### src/rtl/tswm_pkg.sv
// ----------------------------------------------------------------------------
// Three-way sine crossfade mixer package
// Shared constants, register and source codes, and the sine table builder.
// ----------------------------------------------------------------------------
package tswm_pkg;

  localparam int SAMPLE_BITS_DEF  = 16;
  localparam int SINE_ENTRIES_DEF = 256;

  localparam int MOD_BITS      = 17;
  localparam int BAL_BITS      = 16;
  localparam int GAIN_BITS     = 16;
  localparam int SRC_BITS      = 2;
  localparam int CFG_IDX_BITS  = 1;
  localparam int CFG_DATA_BITS = 16;

  localparam logic [BAL_BITS-1:0]  BAL_RESET = 16'h8000;
  localparam logic [BAL_BITS:0]    BAL_HALF  = 17'h08000;
  localparam logic [BAL_BITS:0]    BAL_FULL  = 17'h10000;
  localparam logic [GAIN_BITS-1:0] GAIN_ONE  = 16'h8000;

  localparam logic [CFG_IDX_BITS-1:0] CFG_FIXED_BALANCE  = 1'b0;
  localparam logic [CFG_IDX_BITS-1:0] CFG_BALANCE_SOURCE = 1'b1;

  localparam logic [SRC_BITS-1:0] SRC_FIXED    = 2'd0;
  localparam logic [SRC_BITS-1:0] SRC_UNIPOLAR = 2'd1;
  localparam logic [SRC_BITS-1:0] SRC_BIPOLAR  = 2'd2;

  localparam int PHASE_FRAC_BITS = 15;
  localparam int PHASE_ROUND     = 16384;

  localparam int MAG_EXTRA    = 18;
  localparam int ROUND_SHIFT  = 15;
  localparam int ROUND_BIAS   = 49152;
  localparam int PIPE_LATENCY = 9;

  localparam longint unsigned HALF_PI_Q30 = 64'd1686629713;

  // Floor quotient by shift and subtract, used while the sine table is built.
  function automatic longint unsigned udiv64(input longint unsigned num,
                                             input longint unsigned den);
    longint unsigned quo;
    longint unsigned rem;
    quo = '0;
    rem = '0;
    for (int i = 63; i >= 0; i--) begin
      rem = {rem[62:0], num[i]};
      if (rem >= den) begin
        rem    = rem - den;
        quo[i] = 1'b1;
      end
    end
    return quo;
  endfunction

  // Sine of a Q2.30 angle by a Taylor series up to x^15, rounded to Q1.15.
  function automatic logic [GAIN_BITS-1:0] sine_q15(input longint unsigned x);
    longint unsigned t;
    longint          acc;
    longint unsigned v;
    t   = x;
    acc = longint'(x);
    for (int n = 1; n <= 7; n++) begin
      t = (t * x) >> 30;
      t = (t * x) >> 30;
      t = udiv64(t, 64'((2 * n) * (2 * n + 1)));
      if (n[0]) begin
        acc = acc - longint'(t);
      end else begin
        acc = acc + longint'(t);
      end
    end
    if (acc < 0) begin
      acc = 0;
    end
    v = ((unsigned'(acc) * 64'd32768) + 64'd536870912) >> 30;
    if (v > 64'd32768) begin
      v = 64'd32768;
    end
    return v[GAIN_BITS-1:0];
  endfunction

endpackage

### src/rtl/tswm_balance.sv
// ----------------------------------------------------------------------------
// Balance select stage
// Holds the configuration registers and picks the Q0.16 balance of each item.
// ----------------------------------------------------------------------------
module tswm_balance import tswm_pkg::*; #(
  parameter int SAMPLE_BITS = SAMPLE_BITS_DEF
) (
  input  logic                          clk_i,
  input  logic                          rst_ni,
  input  logic                          cfg_valid_i,
  input  logic [CFG_IDX_BITS-1:0]       cfg_index_i,
  input  logic [CFG_DATA_BITS-1:0]      cfg_data_i,
  input  logic                          valid_i,
  input  logic signed [SAMPLE_BITS-1:0] s1_i,
  input  logic signed [SAMPLE_BITS-1:0] s2_i,
  input  logic signed [SAMPLE_BITS-1:0] s3_i,
  input  logic signed [MOD_BITS-1:0]    mod_i,
  output logic                          valid_o,
  output logic [BAL_BITS-1:0]           bal_o,
  output logic signed [SAMPLE_BITS-1:0] s1_o,
  output logic signed [SAMPLE_BITS-1:0] s2_o,
  output logic signed [SAMPLE_BITS-1:0] s3_o
);

  logic [BAL_BITS-1:0]           fixed_q, fixed_d;
  logic [SRC_BITS-1:0]           src_q, src_d;
  logic                          vld_q;
  logic [BAL_BITS-1:0]           bal_q, bal_d;
  logic signed [SAMPLE_BITS-1:0] s1_q, s2_q, s3_q;
  logic signed [MOD_BITS:0]      bip;

  always_comb begin
    fixed_d = fixed_q;
    src_d   = src_q;
    if (cfg_valid_i) begin
      case (cfg_index_i)
        CFG_FIXED_BALANCE: begin
          fixed_d = cfg_data_i[BAL_BITS-1:0];
        end
        CFG_BALANCE_SOURCE: begin
          src_d = cfg_data_i[SRC_BITS-1:0];
        end
        default: begin
        end
      endcase
    end
  end

  always_comb begin
    bip = $signed({mod_i[MOD_BITS-1], mod_i}) + $signed({1'b0, BAL_HALF});
    case (src_q)
      SRC_UNIPOLAR: begin
        bal_d = mod_i[MOD_BITS-1] ? '0 : mod_i[BAL_BITS-1:0];
      end
      SRC_BIPOLAR: begin
        if (bip[MOD_BITS]) begin
          bal_d = '0;
        end else if (bip[MOD_BITS-1]) begin
          bal_d = '1;
        end else begin
          bal_d = bip[BAL_BITS-1:0];
        end
      end
      default: begin
        bal_d = fixed_q;
      end
    endcase
  end

  always_ff @(posedge clk_i or negedge rst_ni) begin
    if (!rst_ni) begin
      fixed_q <= BAL_RESET;
      src_q   <= SRC_FIXED;
      vld_q   <= 1'b0;
    end else begin
      fixed_q <= fixed_d;
      src_q   <= src_d;
      vld_q   <= valid_i;
    end
  end

  always_ff @(posedge clk_i) begin
    bal_q <= bal_d;
    s1_q  <= s1_i;
    s2_q  <= s2_i;
    s3_q  <= s3_i;
  end

  assign valid_o = vld_q;
  assign bal_o   = bal_q;
  assign s1_o    = s1_q;
  assign s2_o    = s2_q;
  assign s3_o    = s3_q;

endmodule

### config.mk
export PLATFORM = sky130hd
export DESIGN_NAME = tswm_balance
export DESIGN_NICKNAME = d
export VERILOG_FILES = /design/src/rtl/tswm_pkg.sv /design/src/rtl/tswm_balance.sv
export SDC_FILE = /design/constraint.sdc
export NUM_CORES = 1
export LEC_CHECK = 0
export ABC_AREA = 1
export BUFFER_PORTS_ARGS = -buffer_cell sky130_fd_sc_hd__buf_2
export CAP_MARGIN = 0
export CELL_PAD_IN_SITES_DETAIL_PLACEMENT = 1
export CELL_PAD_IN_SITES_GLOBAL_PLACEMENT = 1
export CORE_UTILIZATION = 31
export DETAILED_ROUTE_END_ITERATION = 16
export PLACE_DENSITY = 0.9
export SYNTH_ARGS = -nofsm -noshare
export SYNTH_HDL_FRONTEND = slang
export SYNTH_SLANG_ARGS = --single-unit
### constraint.sdc
create_clock -name clk_i -period 1.6 [get_ports clk_i]
set_input_delay 0.16 -clock clk_i [delete_from_list [all_inputs] [get_ports clk_i]]
set_output_delay 0.16 -clock clk_i [all_outputs]
set_load 0.02 [all_outputs]
Word level (Yosys, flattened, before mapping) --
Index checks and enable logic that the tools add are counted.
Cells by class: $add $sub $neg 1, equal/unequal tests 2, muxes and demuxes 4, bitwise gates (word level) 1, reductions and logical operators 2
Operator list (count):
- 2-to-1 mux 16 bit | 3
- case mux 16 bit (2 select lines) | 1
- adder 17 x 17 -> 18 bit (second input constant) | 1
- AND reduction 2 bit | 2
- equality test 2 x 1 -> 1 bit (second input constant) | 1
- equality test 2 bit (second input constant) | 1
- inverter 1 bit | 1
Word-level totals: flip-flop bits (word level) 83, output and inout bits 65, word-level logic and storage cells 17

Longest topological paths before layout --
depth after elaboration 4, depth in mapped cells 9, mapped depth without buffers 8

Worst setup path before layout --
No wires, ideal clock.
kind reg-to-reg, start register src_q[0], end register bal_q[14] (netlist: bal_o[14]), library setup time 58 ps, data arrival time 1184 ps, data required time 1542 ps, path slack 358 ps, stages on the path, launching flop included 8, buffers on the path 2, clock period less this slack 1242 ps, path through dfrtp_1 -> inv_1 -> ha_1 -> buf_6 -> inv_1 -> buf_8 -> nand2_1 -> nand2_1
Between the ends: word-level cells in the longest chain between the ends 2
RTL lines:
- start, declared | RTL line tswm_balance.sv:26 | logic [SRC_BITS-1:0] src_q, src_d;
- start signal, assigned | RTL line tswm_balance.sv:77 | src_q <= src_d;
- equality test 2 bit / equality test 2 x 1 -> 1 bit (equally long branches) | RTL line tswm_balance.sv:51 | case (src_q)
- case mux 16 bit (2 select lines) (*) | RTL line tswm_balance.sv:51
- net bal_d[14] | RTL line tswm_balance.sv:28 | logic [BAL_BITS-1:0] bal_q, bal_d;
- end signal, assigned | RTL line tswm_balance.sv:83 | bal_q <= bal_d;
- end, declared | RTL line tswm_balance.sv:28
The timed path passes the listed nets; every way through them passes the cells marked *. A chain may end at the register's enable or synchronous reset.

Worst setup path in the final report --
start register src_q[0], end register bal_q[15] (netlist: bal_o[15])
Same word-level chain as after synthesis.

==> impl_results.md <==
* Warnings, synthesis at 0
* HPWL after detailed placement at 6100 um
* Arrival time at the worst endpoint at 1.72 ns
* Die Ht at 95.5 um
* Maximum single-stage delay on the critical path at 0.40 ns
* Static leakage at 2.28 nW
* Number of rows in the core area at 33
* Root buf cell: clkbuf_8
* TritonCTS Sinks at 83
* Category of cells accounting for the largest share of critical-path delay: buffers and inverters
* Number of distinct library cell variants in the gate-level netlist after synthesis at 19
* Worst Min Path Start: cfg_data_i[15]
* HP Class: in2reg
* Cell area reported after detailed placement at 3480 sq um
* Number of remaining DRC errors at 0
* Clock Pin Slew Worst Setup and Hold Paths at 0.09 ns
* Final Wtd Congestion at 0.775
* Final-report setup violation count at 0
* Worst Clk Skew at 0.0106 ns
* Clock tree from TritonCTS: done
* Upper clock frequency limit at 695 MHz
* Initial Utilization at 32.5%
* Max-capacitance violation count at 0
* Sum of negative setup slack at 0 ns
* Latest clock arrival within the worst-skew pair at 0.36 ns
* DIE WIDTH at 95.5 um
* Result of the run: complete, no violations
* Post-Route WL at 9920 um
* Worst path cell trace: inv_1 > ha_1 > inv_1 > nor2_1 > a21oi_1
* Post-synthesis instance area at 2710 sq um
* Post-detailed-route wirelength per cell at 16.6 um
* Share of final-layout standard cells stronger than drive strength 1 at 35.4%
* Setup Crit Path Kind: reg2reg
* Relative slew margins at 60.8%
* Worst setup startpoint: src_q[0]$_DFFE_PN0P_
* DRC marker count from the first detailed-route iteration at 68
* Number of max-slew violations in the final report at 0
* Worst flop-to-flop path startpoint: src_q[0]$_DFFE_PN0P_
* Number of nets with antenna violations after detailed routing at 0
* Count of H-tree levels built during CTS at 3
* Final Cycle Share at 90.0%
* Number of hold violations in the final report at 0
* Overall global routing resource usage at 22.5%
* Cells after Synth at 287
* Wire length of the first global-routing pass at 14,900 um
* Core area at 8340 sq um
* Mean Syn Cell Area at 9.44 sq um
* Kind of start point of the critical path: register
* Net Count, Synth at 378
* Final period demand of the worst path at 1.44 ns
* Pin count of the biggest net entering global routing at 20
* Via count of the first global-routing pass at 2,893
* Buffers inserted by post-CTS timing repair at 0
* Vias per cell at 4.34
* Antenna violations before repair at 0
* Ant diodes at 0
* Via count of the routed design at 2,593
* Number of nets at the end of the flow at 578
* I/O pin count at 151
* Peak VDD IR at 0.679 mV
* Top cell type's share of synthesized area at 47.3%
* Cell area power density at 1160 nW/um^2
* Synth-to-layout area growth at 53.4%
* Highest-delay cell along the critical path: inv_1
* Area enclosed by the die boundary at 9120 sq um
* TritonRoute pass-1 iters at 4
* Data required time at the worst endpoint at 1.88 ns
* Transition time at the pin with the least slew margin at 0.589 ns
* Unrepaired setup endpoints after global routing: no
* Worst R2R Setup Slack at 0.16 ns
* Cell types with the largest area share after synthesis: dfxtp_1 (47%), nand2_1 (17%), dfrtp_1 (17%)
* Count of buffers from port buffering at 150
* Cell taking the most area after synthesis: dfxtp_1
* Sequential-to-total area share from yosys stat at 64.9%
* Congestion Overflow GR at 0
* Total non-filler cell area in the finished layout at 4160 sq um
* Worst Setup End Kind: register
* Post-synthesis sequential element count at 83
* Most numerous cell on the critical path: inv_1
* Number of buffers created by CTS at 9
* Buf+Inv Stages, Crit Path at 2
* Max Fanout on Critical Path at 16
* Maximum buffer depth of the clock tree at 2
-- placed cells by master, fill, tap and decap left out --
cell and n:
buf_2 150, ha_1 5, inv_4 1, nand3_1 28, nand3_2 1, nor2_4 1
a21oi_1 2, inv_8 1, buf_4 1, nor2_1 2, inv_1 21, o21ai_0 4
dfrtp_1 18, inv_6 3, inv_2 3, dlygate4sd3_1 50, nand2_1 124, clkinv_2 1
clkbuf_8 9, clkinvlp_4 1, dfstp_2 1, dfxtp_1 64, nand2_4 1
-- kinds of logic (layout without fill, tap and decap cells) --
family	count (synthesis)	after routing	synth area share (%)
AOI/OAI and AO/OA	6	6	1.11
buffers and inverters	36	241	7.89
adders and majority gates	5	5	2.31
and+or+nand+nor	157	157	23.8
DFF	83	83	64.9
-- sequential cells by signal (all words and copies together) (netlist names) --
register / flops
valid_o: 1
bal_o: 16
s2_o: 16
src_q: 2
s1_o: 16
s3_o: 16
fixed_q: 16
-- report_power, final --
part	switching, mW	internal (mW)
Clock	0.862	0.591
Combinational	0.616	0.379
Sequential	0.0893	2.29
-- worst register-to-register path: cells and delay by family, from the launching register on --
kind / cells / cell delay [ns]
buffers and inverters: 2 / 0.45
adders and majority gates: 1 / 0.32
AOI/OAI and AO/OA: 1 / 0.13
and+or+nand+nor: 1 / 0.09
DFF: 1 / 0.38
-- final timing paths --
check,endpoint,cells after the start
worst max-delay path,bal_o[15]$_DFF_P_,5
worst min-delay path,fixed_q[15]$_DFFE_PN1P_,3
worst max register to register,bal_o[15]$_DFF_P_,5
worst min register to register,fixed_q[9]$_DFFE_PN0P_,2
max in group asynchronous,fixed_q[15]$_DFFE_PN1P_,2
min in group asynchronous,fixed_q[8]$_DFFE_PN0P_,2
-- per-stage QoR --
step	worst slack (ns)	std cells	hold WS [ns]	utilization (%)	total power, mW
floorplan	0.358	287	-0.136	-	2.98
global placement	0.250	531	0.117	41.7	3.27
detailed placement	0.205	531	0.122	41.7	3.30
CTS	0.154	597	0.00841	49.8	4.80
global route	0.0288	597	0.0228	49.8	5.07
finish	0.161	597	0.0209	49.8	4.83
-- cells in the mapped netlist --
library cell	instances
o21ai_0	4
inv_1	21
nor2_4	1
nand2_4	1
nand2_1	124
dfxtp_1	64
dfstp_2	1
nand3_1	28
dfrtp_1	18
ha_1	5
inv_2	3
buf_2	2
nand3_2	1
a21oi_1	2
buf_6	5
buf_4	2
buf_8	1
nor2_1	2
clkbuf_8	2
-- per-layer routing --
layer	wire [um]	part of all wire (%)	global-route usage [%]
met5	0	0	0
met4	311	3.1	8.58
met3	479	4.8	6.54
met2	5540	56	42.3
met1	3590	36	23.3
-- layout make-up --
| cell class | count | area (sq um) |
|---|---|---|
| Fill cell | 1017 | 4180 |
| Sequential cell | 83 | 1760 |
| Timing Repair Buffer | 201 | 1260 |
| Multi-Input combinational cell | 168 | 738 |
| Tap cell | 105 | 131 |
| Clock buffer | 9 | 124 |
| Inverter | 24 | 90.1 |
| Clock inverter | 7 | 56.3 |
-- repair_timing --
item | 4_1_cts | 5_1_grt
hold buffers | 50 | 0
resized for setup | 0 | 0
endpoints found under the hold margin | 67 | 0
endpoints found under the setup margin | 0 | 0
Power figures use the tool's default switching activity.
