$ cat config.mk
export PLATFORM = sky130hd
export DESIGN_NAME = tswm_div3
export DESIGN_NICKNAME = d
export VERILOG_FILES = /design/src/rtl/tswm_pkg.sv /design/src/rtl/tswm_div3.sv
export SDC_FILE = /design/constraint.sdc
export NUM_CORES = 1
export LEC_CHECK = 0
export ABC_AREA = 1
export BUFFER_PORTS_ARGS = -buffer_cell sky130_fd_sc_hd__buf_2
export CAP_MARGIN = 20
export CORE_MARGIN = 1.5
export CORE_UTILIZATION = 50
export CTS_BUF_LIST = sky130_fd_sc_hd__clkbuf_2
export DETAILED_ROUTE_END_ITERATION = 10
export PLACE_DENSITY_LB_ADDON = 0.05
export SYNTH_ARGS = -nofsm -noshare
export SYNTH_HDL_FRONTEND = slang
export SYNTH_SLANG_ARGS = --single-unit
$ cat constraint.sdc
create_clock -name clk_i -period 4.7 [get_ports clk_i]
set_clock_uncertainty 0.2 [all_clocks]
set_input_delay 1.175 -clock clk_i [delete_from_list [all_inputs] [get_ports clk_i]]
set_output_delay 1.175 -clock clk_i [all_outputs]
set_load 0.01 [all_outputs]
$ cat src/rtl/tswm_pkg.sv
// ----------------------------------------------------------------------------
// Three-way sine crossfade mixer package
// Shared constants, register and source codes, and the sine table builder.
// ----------------------------------------------------------------------------
package tswm_pkg;

  localparam int SAMPLE_BITS_DEF  = 16;
  localparam int SINE_ENTRIES_DEF = 256;

  localparam int MOD_BITS      = 17;
  localparam int BAL_BITS      = 16;
  localparam int GAIN_BITS     = 16;
  localparam int SRC_BITS      = 2;
  localparam int CFG_IDX_BITS  = 1;
  localparam int CFG_DATA_BITS = 16;

  localparam logic [BAL_BITS-1:0]  BAL_RESET = 16'h8000;
  localparam logic [BAL_BITS:0]    BAL_HALF  = 17'h08000;
  localparam logic [BAL_BITS:0]    BAL_FULL  = 17'h10000;
  localparam logic [GAIN_BITS-1:0] GAIN_ONE  = 16'h8000;

  localparam logic [CFG_IDX_BITS-1:0] CFG_FIXED_BALANCE  = 1'b0;
  localparam logic [CFG_IDX_BITS-1:0] CFG_BALANCE_SOURCE = 1'b1;

  localparam logic [SRC_BITS-1:0] SRC_FIXED    = 2'd0;
  localparam logic [SRC_BITS-1:0] SRC_UNIPOLAR = 2'd1;
  localparam logic [SRC_BITS-1:0] SRC_BIPOLAR  = 2'd2;

  localparam int PHASE_FRAC_BITS = 15;
  localparam int PHASE_ROUND     = 16384;

  localparam int MAG_EXTRA    = 18;
  localparam int ROUND_SHIFT  = 15;
  localparam int ROUND_BIAS   = 49152;
  localparam int PIPE_LATENCY = 9;

  localparam longint unsigned HALF_PI_Q30 = 64'd1686629713;

  // Floor quotient by shift and subtract, used while the sine table is built.
  function automatic longint unsigned udiv64(input longint unsigned num,
                                             input longint unsigned den);
    longint unsigned quo;
    longint unsigned rem;
    quo = '0;
    rem = '0;
    for (int i = 63; i >= 0; i--) begin
      rem = {rem[62:0], num[i]};
      if (rem >= den) begin
        rem    = rem - den;
        quo[i] = 1'b1;
      end
    end
    return quo;
  endfunction

  // Sine of a Q2.30 angle by a Taylor series up to x^15, rounded to Q1.15.
  function automatic logic [GAIN_BITS-1:0] sine_q15(input longint unsigned x);
    longint unsigned t;
    longint          acc;
    longint unsigned v;
    t   = x;
    acc = longint'(x);
    for (int n = 1; n <= 7; n++) begin
      t = (t * x) >> 30;
      t = (t * x) >> 30;
      t = udiv64(t, 64'((2 * n) * (2 * n + 1)));
      if (n[0]) begin
        acc = acc - longint'(t);
      end else begin
        acc = acc + longint'(t);
      end
    end
    if (acc < 0) begin
      acc = 0;
    end
    v = ((unsigned'(acc) * 64'd32768) + 64'd536870912) >> 30;
    if (v > 64'd32768) begin
      v = 64'd32768;
    end
    return v[GAIN_BITS-1:0];
  endfunction

endpackage

$ cat src/rtl/tswm_div3.sv
// ----------------------------------------------------------------------------
// Scale, round and saturate stages
// Rounds the magnitude by 3 * 2^15, divides by three through a reciprocal
// multiplication, then restores the sign and saturates.
// ----------------------------------------------------------------------------
module tswm_div3 import tswm_pkg::*; #(
  parameter int SAMPLE_BITS = SAMPLE_BITS_DEF
) (
  input  logic                              clk_i,
  input  logic                              rst_ni,
  input  logic                              valid_i,
  input  logic                              neg_i,
  input  logic [SAMPLE_BITS+MAG_EXTRA-1:0]  mag_i,
  output logic                              valid_o,
  output logic [SAMPLE_BITS-1:0]            mixed_o
);

  localparam int              MW    = SAMPLE_BITS + MAG_EXTRA;
  localparam int              FW    = MW + 1 - ROUND_SHIFT;
  localparam int              YW    = SAMPLE_BITS + 1;
  localparam int              RW    = YW + 1;
  localparam int              PW    = 2 * YW;
  localparam longint          YMAX  = 3 * (longint'(1) << (SAMPLE_BITS - 1));
  localparam longint unsigned RECIP = ((64'd1 << RW) + 64'd2) / 64'd3;

  logic [MW:0]            ysum;
  logic [FW-1:0]          yfull;
  logic [YW-1:0]          y_d;
  logic [PW-1:0]          prod;
  logic [YW-1:0]          qt_d;

  logic                   vld1_q, vld2_q, out_vld_q;
  logic                   neg1_q, neg2_q;
  logic [YW-1:0]          y1_q, y2_q, qt_q;
  logic [SAMPLE_BITS-1:0] mixed_q, mixed_d;
  logic [YW:0]            neg_qt;

  always_comb begin
    ysum  = (MW + 1)'(mag_i) + (MW + 1)'(ROUND_BIAS);
    yfull = ysum[MW:ROUND_SHIFT];
    y_d   = (yfull > FW'(YMAX)) ? YW'(YMAX) : yfull[YW-1:0];
  end

  always_comb begin
    prod = PW'(y1_q) * PW'(RECIP);
    qt_d = {1'b0, prod[PW-1:RW]};
  end

  always_comb begin
    neg_qt = -{1'b0, qt_q};
    if (neg2_q) begin
      mixed_d = neg_qt[SAMPLE_BITS-1:0];
    end else if (|qt_q[YW-1:SAMPLE_BITS-1]) begin
      mixed_d = {1'b0, {(SAMPLE_BITS - 1){1'b1}}};
    end else begin
      mixed_d = qt_q[SAMPLE_BITS-1:0];
    end
  end

  always_ff @(posedge clk_i or negedge rst_ni) begin
    if (!rst_ni) begin
      vld1_q    <= 1'b0;
      vld2_q    <= 1'b0;
      out_vld_q <= 1'b0;
    end else begin
      vld1_q    <= valid_i;
      vld2_q    <= vld1_q;
      out_vld_q <= vld2_q;
    end
  end

  always_ff @(posedge clk_i) begin
    neg1_q  <= neg_i;
    y1_q    <= y_d;
    neg2_q  <= neg1_q;
    y2_q    <= y1_q;
    qt_q    <= qt_d;
    mixed_q <= mixed_d;
  end

  assign valid_o = out_vld_q;
  assign mixed_o = mixed_q;

  // The reciprocal product must give the floor of the dividend over three.
  a_div_exact: assert property (@(posedge clk_i) disable iff (!rst_ni)
    vld2_q |-> (((YW + 2)'(qt_q) * (YW + 2)'(3)) <= (YW + 2)'(y2_q)) &&
               (((YW + 2)'(y2_q) - (YW + 2)'(qt_q) * (YW + 2)'(3)) < (YW + 2)'(3)))
    else $error("division by three produced a wrong quotient");

endmodule

* After elaboration in Yosys (flattened, before gate mapping)
Cells that the tools add are included.
** Operators by class
- $add $sub $neg :: 2
- $mul :: 1
- Multiplexer cells :: 2
- $lt $le $gt $ge :: 1
** Operators by type and width (count)
- $add 34x16->35 const B :: 1
- $mul 17x16->33 const B :: 1
- $gt 20x17->1 const B :: 1
- $mux 16 :: 1
- $neg 16->16 :: 1
- $mux 15 :: 1
** Word-level totals
- Output and inout bits :: 17
- Register bits :: 54
- Input bits :: 38
- Logic and storage cells :: 14

* Depth between registers and ports, before layout
- Depth after elaboration :: 2
- Mapped depth :: 22
- Mapped depth without buffers :: 22

* Worst setup path before layout
OpenSTA, ideal clock, no wires.
- Kind :: reg-to-reg
- From :: register y1_q[4]
- To :: register qt_q[10]
- Data arrival time :: 4.609 ns
- Stages on the path, launching flop included :: 20
- Slack :: -0.221 ns
- Period minus slack after synthesis :: 4.921 ns
- Setup time :: 0.112 ns
- Cell sequence :: dfxtp_1 ha_1 fa_1 inv_1 fa_1 inv_1 fa_1 fa_1 inv_1 fa_1 inv_1 ha_1 nand2_1 inv_1 a21oi_1 nand2_1 a211oi_1 nand2_1 nand2_1 nand2_1
** On the way
- Cells in the longest elaborated chain, start to end :: 1
** Ends and longest elaborated chain
- start: declaration :: line tswm_div3.sv:34 : logic [YW-1:0] y1_q, y2_q, qt_q;
- start signal: assignment :: line tswm_div3.sv:74 : y1_q <= y_d;
- $mul 17x16->33 :: line tswm_div3.sv:45 : prod = PW'(y1_q) * PW'(RECIP);
- via prod[28] :: line tswm_div3.sv:29 : logic [PW-1:0] prod;
- end signal: assignment :: line tswm_div3.sv:77 : qt_q <= qt_d;
- end: declaration :: line tswm_div3.sv:34
The timed path passes the listed nets, and every way through them passes these cells.
A chain may end at the register's enable or synchronous reset.

* Worst setup path after layout
- From :: register y1_q[3]
- To :: register qt_q[12]
Same word-level chain as after synthesis.

==> flow_summary.toml <==
[setup_path]
cp_max_fo = 3
crit_type = "flip-flop to flip-flop"
rr_startpoint = "y1_q[3]"
r2r_end = "qt_q[12]"
cp-start-kind = "flip-flop"
critPathSlowestCell = "fa_1"
crit_chain = "buf_6 > ha_4 > xor2_1 > ha_2 > inv_2 > fa_1 > inv_1 > fa_2 > fa_1 > fa_1 > ha_4 > a21o_1 > nor2_2 > nor2_2 > nor2_2 > nor2_2 > nor2_1 > nand3_1 > xor2_1"
r2r_cells = 19
slowest_delay_ns = 0.54
cp.required_ns = 5.02
crit_arrival_ns = 5.11
r2r_slack_ns = -0.09
endpoint_kind = "flip-flop"
critPathMostFrequentCell = "nor2_2"

[die]
rows = 45
pin_count = 55
initial_core_util_pct = 51.3
coreArea_um2 = 15300
die_w_um = 128
die-area_um2 = 16400
dieHeight_um = 128

[placement]
numPortBuffers = 40
dp.final_hpwl_um = 17500
gp_congestion = 0.915

[clocking]
cts_tree = "built"
clk_path_buf_depth = 2
cts_hold_buf = 0
cts.htree.levels = 2
path_clk_slew_ns = 0.32
cts_root_buf = "clkbuf_2"
clkLatencyLatePin_ns = 0.57
cts_sinks = 54
numCtsBuffers = 5

[power_and_ir_drop]
irDropWorstVdd_mv = 0.287
power.density_nw_per_um2 = 400
power.clock.fraction_pct = 5.7
p_leak_nw = 5.28
seq_power_share_pct = 16.9
p_comb_share_pct = 77.4
swShare_pct = 49.0
intPower_w = 0.00208
power_switching_w = 0.00200

[sta]
maxSlewViolCount = 0
hold_violations = 0
worstMarginPinSlew_ns = 0.761
min_period_over_period_pct = 102
rsz0062_at_grt = "yes"
holdWs_ns = 0.114
fin_crit_ns = 4.79
max_freq_mhz = 209
relSlewSlack_pct = 49.1
worst_slack_ns = -0.0946
setup_viol = 10
fin_setup_tns_ns = -0.339

[global_route]
track_usage_pct = 27.3
grt_pass1_vias = 6911
gr-total-overflow = 0
grt_max_degree = 20
antenna_found_initial = 1
grt_pass1_wl_um = 34400

[routing]
drt_iter0_markers = 376
via_count = 6994
drt_wl_total_um = 20800
drc = 0
drt-vias-per-instance = 5.01
antenna_left = 0
dr.pass1.iters = 7
routedWlPerCell_um = 14.9

[yosys]
synth_area_um2 = 7830
synth_seq_cells = 54
synthCells = 1025
yosys_warnings = 0
synthesis.nets = 1283
postSynthAreaPerCell_um2 = 7.64
synth_cell_types = 39
yosysSeqAreaShare_pct = 14.0

[outcome]
status = "complete, but fails checks"
violations = "negative setup slack"

[run]
cap_violations = 0

[final_layout]
num-fill-cells = 1305
post-route-util_pct = 66.8
area_growth_pct = 30.0
layout-drive-gt1-share_pct = 30.2
final_common_cell = "inv_1"
final_cell_mix = "inv_1 (235), nand2_1 (157), buf_4 (108)"
final_nets = 1441

[worst_hold_path]
hold_path.class = "input port to async pin"
worst max-delay path, delay by kind of cell, from the launching register on:
family,cells,cell delay [ns]
adder cells (fa/ha/maj),7,2.79
AO/OA/AOI/OAI,1,0.23
flip-flops,1,0.43
XOR/XNOR,2,0.30
buffers and inverters,3,0.22
AND/OR/NAND/NOR,6,0.58
state kept, by name, indices dropped and copies added, names as in the netlist:
signal	count
mixed_o	16
neg1_q	1
neg2_q	1
qt_q	16
valid_o	1
vld1_q	1
vld2_q	1
y1_q	17
layer usage:
metal	share of wire, %	track usage (%)	wire, um	vias up
met5	0	0	0	-
met4	0.89	4.43	184	0
met3	5.4	4.30	1120	14
met2	45	44.1	9410	148
met1	48	39.3	10100	3315
li1	-	-	-	3517
worst max path at each step:
stage                  start  endpoint  slack (ns)
floorplan            y1_q[4]  qt_q[12]        0.02
global placement    y1_q[11]  qt_q[12]       -0.29
detailed placement  y1_q[11]  qt_q[12]       -0.34
CTS                  y1_q[3]  qt_q[12]       -0.10
global route         y1_q[2]  qt_q[10]       -0.23
finish               y1_q[3]  qt_q[12]       -0.09
kinds of logic after synthesis:
family / share of synthesized area, %
adders and majority gates: 43.5
xor gates and xnor gates: 1.34
buffers and inverters: 13.0
muxes: 0.128
and+or+nand+nor: 20.0
AOI/OAI and AO/OA: 8.03
DFF: 14.0
cells in the mapped netlist, drive strengths merged:
library cell	instances	area share [%]
a211oi	1	0.096
clkbuf	2	0.096
o21bai	7	0.81
nand4	14	1.1
nand2	179	8.6
o22ai	1	0.080
nor2	94	5.2
a21oi	40	2.6
or2	2	0.16
fa	87	22
nand3b	7	0.67
dfrtp	3	0.96
and2	2	0.16
nor3	15	0.96
o21a	2	0.19
xor2	10	1.1
o31ai	3	0.29
ha	133	21
buf	2	0.24
a21boi	1	0.096
xnor2	2	0.22
a31oi	2	0.16
o21ai	46	3.0
mux2i	1	0.13
dfxtp	51	13
a21o	6	0.57
nor4	2	0.16
inv	264	13
o211ai	2	0.19
nand3	44	2.9
through the flow:
| stage | cell area [um^2] | setup WS, ns | instances | total power, W |
|---|---|---|---|---|
| after floorplan | 7940 | 0.0203 | 1025 | 0.00209 |
| after global placement | 9130 | -0.293 | 1371 | 0.00298 |
| after detailed placement | 9130 | -0.339 | 1371 | 0.00299 |
| after CTS | 9800 | -0.101 | 1394 | 0.00372 |
| after global routing | 10200 | -0.225 | 1396 | 0.00443 |
| final | 10200 | -0.0946 | 1396 | 0.00408 |
what timing repair did:
action / in CTS / in global routing
endpoints found under the setup margin: 16 / 16
pin swaps: 72 / 56
buffers inserted: 16 / 2
gates resized for setup: 124 / 88
layout make-up:
type	count	area, um^2	area share (%)
Multi-Input combinational cell	703	6650	65.3
Sequential cell	54	1130	11.1
Timing Repair Buffer	155	1090	10.7
Inverter	264	991	9.73
Tap cell	211	264	2.59
Clock inverter	3	28.8	0.283
Clock buffer	5	25.0	0.246
Antenna cell	1	2.50	0.0246
power groups by stage:
| stage | combinational, W | sequential, W | clock, W |
|---|---|---|---|
| floorplan | 0.00137 | 0.000725 | 0 |
| global placement | 0.00228 | 0.000697 | 0 |
| detailed placement | 0.00229 | 0.000701 | 0 |
| CTS | 0.00279 | 0.000689 | 0.000242 |
| global route | 0.00346 | 0.000710 | 0.000257 |
| finish | 0.00315 | 0.000689 | 0.000233 |
No activity file was read; power rests on OpenSTA's default activity.
